$ cat src/hw/rtl/aue_pkg.sv
`default_nettype none
// ----------------------------------------------------------------------------
// aue_pkg
// Shared constants, types and helpers of the Adam element update pipeline.
// ----------------------------------------------------------------------------
package aue_pkg;

  // Configuration port.
  localparam int ADDR_W = 5;
  localparam logic [2:0] REG_STEP  = 3'd0;
  localparam logic [2:0] REG_BETA1 = 3'd1;
  localparam logic [2:0] REG_BETA2 = 3'd2;
  localparam logic [2:0] REG_DECAY = 3'd3;
  localparam logic [2:0] REG_EPS   = 3'd4;

  localparam logic [30:0] RST_STEP  = 31'd16777;
  localparam logic [30:0] RST_BETA1 = 31'd1932735283;
  localparam logic [30:0] RST_BETA2 = 31'd2145336164;
  localparam logic [30:0] RST_DECAY = 31'd2147483626;
  localparam logic [24:0] RST_EPS   = 25'd1;

  localparam logic [31:0] ONE_Q31 = 32'h8000_0000;
  localparam logic [30:0] MAX31   = 31'h7FFF_FFFF;

  // Radix-2 divider pipeline: one quotient bit per stage.
  localparam int DIV_N_W = 63;
  localparam int DIV_D_W = 32;
  localparam int DIV_LAT = DIV_N_W;

  // Square root pipeline: one root bit per stage.
  localparam int SQRT_W   = 56;
  localparam int SQRT_R_W = SQRT_W / 2;
  localparam int SQRT_LAT = SQRT_R_W;

  // Stage count from input register to output register.
  localparam int PIPE_N = 9 + 2 * DIV_LAT + SQRT_LAT;

  // Data that rides along the pipeline beside the arithmetic.
  typedef struct packed {
    logic               last;
    logic [30:0]        nd1;
    logic [30:0]        np1;
    logic [30:0]        np2;
    logic signed [31:0] param;
    logic signed [31:0] new_m;
    logic [30:0]        new_v;
  } side_t;

  localparam logic signed [65:0] SAT_HI = 66'sd2147483647;
  localparam logic signed [65:0] SAT_LO = -66'sd2147483648;

  function automatic logic signed [31:0] sat32(input logic signed [65:0] x);
    logic signed [31:0] r;
    if (x > SAT_HI) begin
      r = 32'sh7FFF_FFFF;
    end else if (x < SAT_LO) begin
      r = 32'sh8000_0000;
    end else begin
      r = x[31:0];
    end
    return r;
  endfunction

endpackage
`default_nettype wire

$ cat src/hw/rtl/aue_sqrt.sv
`default_nettype none
// ----------------------------------------------------------------------------
// aue_sqrt
// Pipelined integer square root, one root bit per stage.
// ----------------------------------------------------------------------------
module aue_sqrt (
  input  logic                          clk,
  input  logic                          en,
  input  logic [aue_pkg::SQRT_W-1:0]    radicand,
  output logic [aue_pkg::SQRT_R_W-1:0]  root
);
  import aue_pkg::*;

  logic [SQRT_R_W+1:0] rem  [SQRT_LAT];
  logic [SQRT_R_W-1:0] rt   [SQRT_LAT];
  logic [SQRT_W-1:0]   rad  [SQRT_LAT];

  for (genvar i = 0; i < SQRT_LAT; i++) begin : g_st
    logic [SQRT_R_W+1:0] rin;
    logic [SQRT_R_W-1:0] tin;
    logic [SQRT_W-1:0]   ain;
    logic [SQRT_R_W+3:0] trial;
    logic [SQRT_R_W+3:0] cmp;
    logic [SQRT_R_W+3:0] diff;
    logic                take;

    if (i == 0) begin : g_first
      assign rin = '0;
      assign tin = '0;
      assign ain = radicand;
    end else begin : g_next
      assign rin = rem[i-1];
      assign tin = rt[i-1];
      assign ain = rad[i-1];
    end

    // Bring down two radicand bits and try the partial root times four plus one.
    assign trial = {rin, ain[SQRT_W-1:SQRT_W-2]};
    assign cmp   = {2'b00, tin, 2'b01};
    assign diff  = trial - cmp;
    assign take  = trial >= cmp;

    always_ff @(posedge clk) begin
      if (en) begin
        rem[i] <= take ? diff[SQRT_R_W+1:0] : trial[SQRT_R_W+1:0];
        rt[i]  <= {tin[SQRT_R_W-2:0], take};
        rad[i] <= {ain[SQRT_W-3:0], 2'b00};
      end
    end
  end

  assign root = rt[SQRT_LAT-1];

endmodule
`default_nettype wire

$ cat config.mk
export PLATFORM = sky130hd
export DESIGN_NAME = aue_sqrt
export DESIGN_NICKNAME = d
export VERILOG_FILES = /design/src/hw/rtl/aue_pkg.sv /design/src/hw/rtl/aue_sqrt.sv
export SDC_FILE = /design/constraint.sdc
export NUM_CORES = 2
export LEC_CHECK = 0
export ABC_AREA = 1
export BUFFER_PORTS_ARGS = -buffer_cell sky130_fd_sc_hd__buf_2
export CAP_MARGIN = 10
export CORE_MARGIN = 4
export CORE_UTILIZATION = 40
export CTS_BUF_LIST = sky130_fd_sc_hd__clkbuf_8
export DETAILED_ROUTE_END_ITERATION = 7
export MAX_ROUTING_LAYER = met4
export PLACE_DENSITY = 0.63
export SLEW_MARGIN = 20
export SYNTH_ARGS = -nofsm -noshare
export SYNTH_HDL_FRONTEND = slang
export SYNTH_SLANG_ARGS = --single-unit
$ cat constraint.sdc
create_clock -name clk -period 5.6 [get_ports clk]
set_input_delay 1.4 -clock clk [delete_from_list [all_inputs] [get_ports clk]]
set_output_delay 1.4 -clock clk [all_outputs]
set_load 0.005 [all_outputs]
==> metrics list <==
* Tcrit/Tclk final: 0.599
- Count of final setup violators: 0
* Int Pwr: 0.0269 W
- The clock drives 1930 sinks.
- Final WS setup: 2.25 ns
* Share of power burned in combinational logic: 0.215
* Switching Share: 0.319
- The critical path goes through ha_1 -> nand3_1 -> nand3_1 -> nand2_1 -> nand2_1 -> nand2_1 -> nand4_1 -> buf_4 -> inv_2 -> a21oi_1.
- The design draws 0.0396 W.
- DRC violation count after routing: 4
- In this run, post-CTS repair resized a total of 0 instances.
- The number of slew-limit violations in the final report came to 0.
* Time the worst path needs with I/O delays and setup: 3.35 ns
* Startpoint Class: register
- End point of the most critical hold path: rad[0][537]
- In this run, distinct cell masters in the synthesized netlist total 53.
* Setup slack on the worst flop-to-flop path: 2.25 ns
* Iter 0 DRT Violations: 7487
- Entering global routing, the biggest net connects 124 pins.
- Static power due to leakage: 52.7 nW
- After clock tree synthesis, the clock-pin slew on the worst setup and hold paths is 0.06 ns.
- Endpoint kind of the worst setup timing path: register
- Initial core utilization: 0.403
- Setup total negative slack on the finished layout was measured at 0 ns.
* Post-cts hold buffer count: 0
- The clock tree synthesis step divided the H-tree into 5 levels.
* Drt first pass iters: 8
* Worst-path fanout max: 23
- The min-delay analysis places its worst path in the category reg -> reg.
- Number of standard cells in the final layout excluding fillers: 16100
- The core region is 260000 µm².
- Post-DR wirelength/cell: 16.6 µm
- R2R depth: 10
* Worst flop-to-flop path endpoint: rem[1][175]
* Worst supply voltage drop on vdd: 0.000279 V
- Largest stage delay on the critical path: 0.60 ns
- Clock tree synthesis inserted a total of 337 buffers.
* Routability Congestion: 0.961
- The first global-routing pass estimated 416 mm of wire.
- Remaining global-route overflow: 0
- The slowest stage of the critical path is the sky130_fd_sc_hd__nand4_1 cell.
- Count of placed standard cells including taps: 15500
- Violated checks: design-rule violations
* Number of synthesis warnings: 0
- Tightest Pin Transition: 0.955 ns
* Vias in the first global route: 74000
- Between clock sinks in the finished design, the worst skew comes to 0.0725 ns.
* Number of buffers added on ports: 85
- Source-to-sink clock delay at the later pin of the worst-skew pair: 1.00 ns
- The final layout contains 12800 nets.
- Summing every instance area after synthesis gives 105000 µm².
- The startpoint identified for the worst hold timing path is rad[0][481].
- During I/O placement, the number of pins put on the boundary was 86.
* Placement Cell Area: 110000 µm²
- Summed over all nets, the switching power comes to 0.0126 W.
- Of the cells placed in the final design, the portion with a size suffix greater than 1 is 0.0589.
- Power share of the sequential group: 0.477
- The initialized floorplan defines 187 standard-cell rows.
* Hold Path Cell Cnt: 0
- Worst flop-to-flop path startpoint: rem[1][120]
* Overall die area: 271000 µm²
- Count of maximum capacitance violations: 0
- Avg Vias per Cell: 4.89
* Worst max-slew margin expressed relative to the limit: 0.362
- For this run, the register share of the synthesized area comes to 0.552.
- The cell count after synthesis came out at 12000.
- Total track usage: 0.199
* Final instance area: 116000 µm²
- Detailed placement HPWL: 203 mm
- Post-Place Worst Slack: 2.25 ns
- CTS Root Cell: sky130_fd_sc_hd__clkbuf_8
- Vias: 78800
- The number of nets in the synthesized netlist is 12500.
* Fraction of power consumed by the clock network: 0.308
- For this run, the top clock speed supported by timing is 0.298 GHz.
* Antenna Violating Nets Remaining: 0
- Area grow syn2layout: 10.4%
- Maximum buffer depth of the clock tree: 4
* Yosys reg bits: 1930
* Number of antenna violations at the first check in global routing: 5
* Outcome: finished with violations
- Required time reported for the critical path endpoint: 6.28 ns
- Horizontal extent of the die: 520 µm
* Post-CTS Setup Repair Bufs: 0
- Most used cell along the critical path: sky130_fd_sc_hd__nand2_1
* Die Span Y: 520 µm
- Wirelength, routed: 267 mm
- TritonCTS built the clock tree.
- Setup repair after global routing left no endpoint under its margin.
- Synthesized area divided by synthesized cell count: 8.78 µm²
- The total count of hold-check failures in the final report was 0.
- Critical Path AT: 4.04 ns
- The critical path in this run is classified as reg -> reg.
- For this design the ratio of total power to cell area is 341 nW/µm².
-- cells by family after synthesis --
logic type,count (synthesis),synth area share
AO/OA/AOI/OAI,888,0.0451
XOR/XNOR,293,0.0244
adder cells (fa/ha/maj),436,0.0519
buffers and inverters,2224,0.0826
flip-flops,1930,0.552
other,1,0.0000357
AND/OR/NAND/NOR,6199,0.244
-- through the flow --
step	utilization	hold slack (ns)
after floorplan	-	0.400
after global placement	0.421	0.400
after detailed placement	0.421	0.405
after CTS	0.445	0.381
after global routing	0.445	0.386
final	0.445	0.367
-- sequential cells by signal (all words and copies together), names as in the netlist --
register  flops
rad         756
rem         768
rt          406
-- worst max path at each step --
stage | startpoint | endpoint | slack [ns] | cells past startpoint
6_report | rem[1][120] | rem[1][175] | 2.25 | 10
2_1_floorplan | rem[1][69] | rem[1][117] | 3.53 | 12
5_1_grt | rt[10][0] | rem[1][166] | 2.02 | 12
3_5_place_dp | rem[1][120] | rem[1][175] | 2.25 | 10
4_1_cts | rem[1][120] | rem[1][175] | 2.24 | 10
3_3_place_gp | en | rem[1][296] | 2.31 | 2
-- Yosys cell counts, drive strengths merged --
| cell type | number | area share |
|---|---|---|
| a21o | 8 | 0.00057 |
| o211ai | 8 | 0.00062 |
| o311ai | 1 | 0.000083 |
| a21boi | 5 | 0.00036 |
| xor2 | 218 | 0.018 |
| or3 | 3 | 0.00018 |
| or2 | 39 | 0.0023 |
| nor4 | 16 | 0.00095 |
| and2 | 34 | 0.0020 |
| nor2b | 1 | 0.000060 |
| buf | 97 | 0.0066 |
| nor3 | 160 | 0.0081 |
| a21oi | 516 | 0.026 |
| o2111ai | 3 | 0.00025 |
| nand3 | 718 | 0.035 |
| conb | 1 | 0.000036 |
| ha | 436 | 0.052 |
| nor3b | 5 | 0.00036 |
| o21bai | 20 | 0.0014 |
| and3 | 9 | 0.00054 |
| nand4 | 173 | 0.011 |
| a211oi | 2 | 0.00014 |
| o31ai | 1 | 0.000071 |
| xnor2 | 75 | 0.0063 |
| clkbuf | 1 | 0.000036 |
| nand2 | 4009 | 0.14 |
| edfxtp | 1930 | 0.55 |
| o21a | 11 | 0.00079 |
| nor2 | 965 | 0.036 |
| inv | 2126 | 0.076 |
| o21ai | 313 | 0.015 |
| nand3b | 67 | 0.0048 |
-- routing by layer --
layer  vias up  global-route usage  part of all wire
met3       429              0.0295             0.068
met1     36300               0.274              0.45
met4         0              0.0516             0.025
li1      39700                   -                 -
met2      2368               0.309              0.45
met5         -                   -                 0
-- critical path, delay by kind of cell, from the launching register on --
family,cells,cell delay [ns]
adders and majority gates,1,0.39
buffers and inverters,2,0.89
and+or+nand+nor,6,1.29
AOI/OAI and AO/OA,1,0.08
DFF,1,0.38
-- layout by cell type (no fill, tap or decap), drive strengths merged --
master,netlist,routed
clkbuf,1,341
buf,97,143
o21bai,20,20
xor2,218,218
nand2,4009,4009
o31ai,1,1
or2,39,39
nor2b,1,1
nor2,965,965
xnor2,75,75
and2,34,34
a21oi,516,516
nor3b,5,5
nand3b,67,67
clkinv,0,134
inv,2126,2219
bufinv,0,14
nand3,718,718
o311ai,1,1
o21ai,313,313
conb,1,1
nor3,160,160
diode,0,6
and3,9,9
or3,3,3
o2111ai,3,3
a21o,8,8
nand4,173,173
clkinvlp,0,7
a211oi,2,2
a21boi,5,5
edfxtp,1930,1930
o211ai,8,8
ha,436,436
o21a,11,11
nor4,16,16
-- power groups by stage --
| stage | Clock, W | Combinational [W] | Sequential (W) |
|---|---|---|---|
| 2_1_floorplan | 0 | 0.00607 | 0.0186 |
| 3_3_place_gp | 0 | 0.00834 | 0.0192 |
| 3_5_place_dp | 0 | 0.00837 | 0.0192 |
| 4_1_cts | 0.0127 | 0.00841 | 0.0189 |
| 5_1_grt | 0.0134 | 0.00971 | 0.0190 |
| 6_report | 0.0122 | 0.00851 | 0.0189 |
-- area by class of cell --
type | count | area, µm²
tap | 3496 | 4370
fill | 25600 | 144000
sequential | 1930 | 58000
inverter | 2126 | 7980
clock inverter | 248 | 1510
multi-input combinational | 7817 | 38400
clock buffer | 341 | 4690
antenna | 6 | 15.0
timing repair buffer | 143 | 988
No activity file was read; power rests on OpenSTA's default activity.
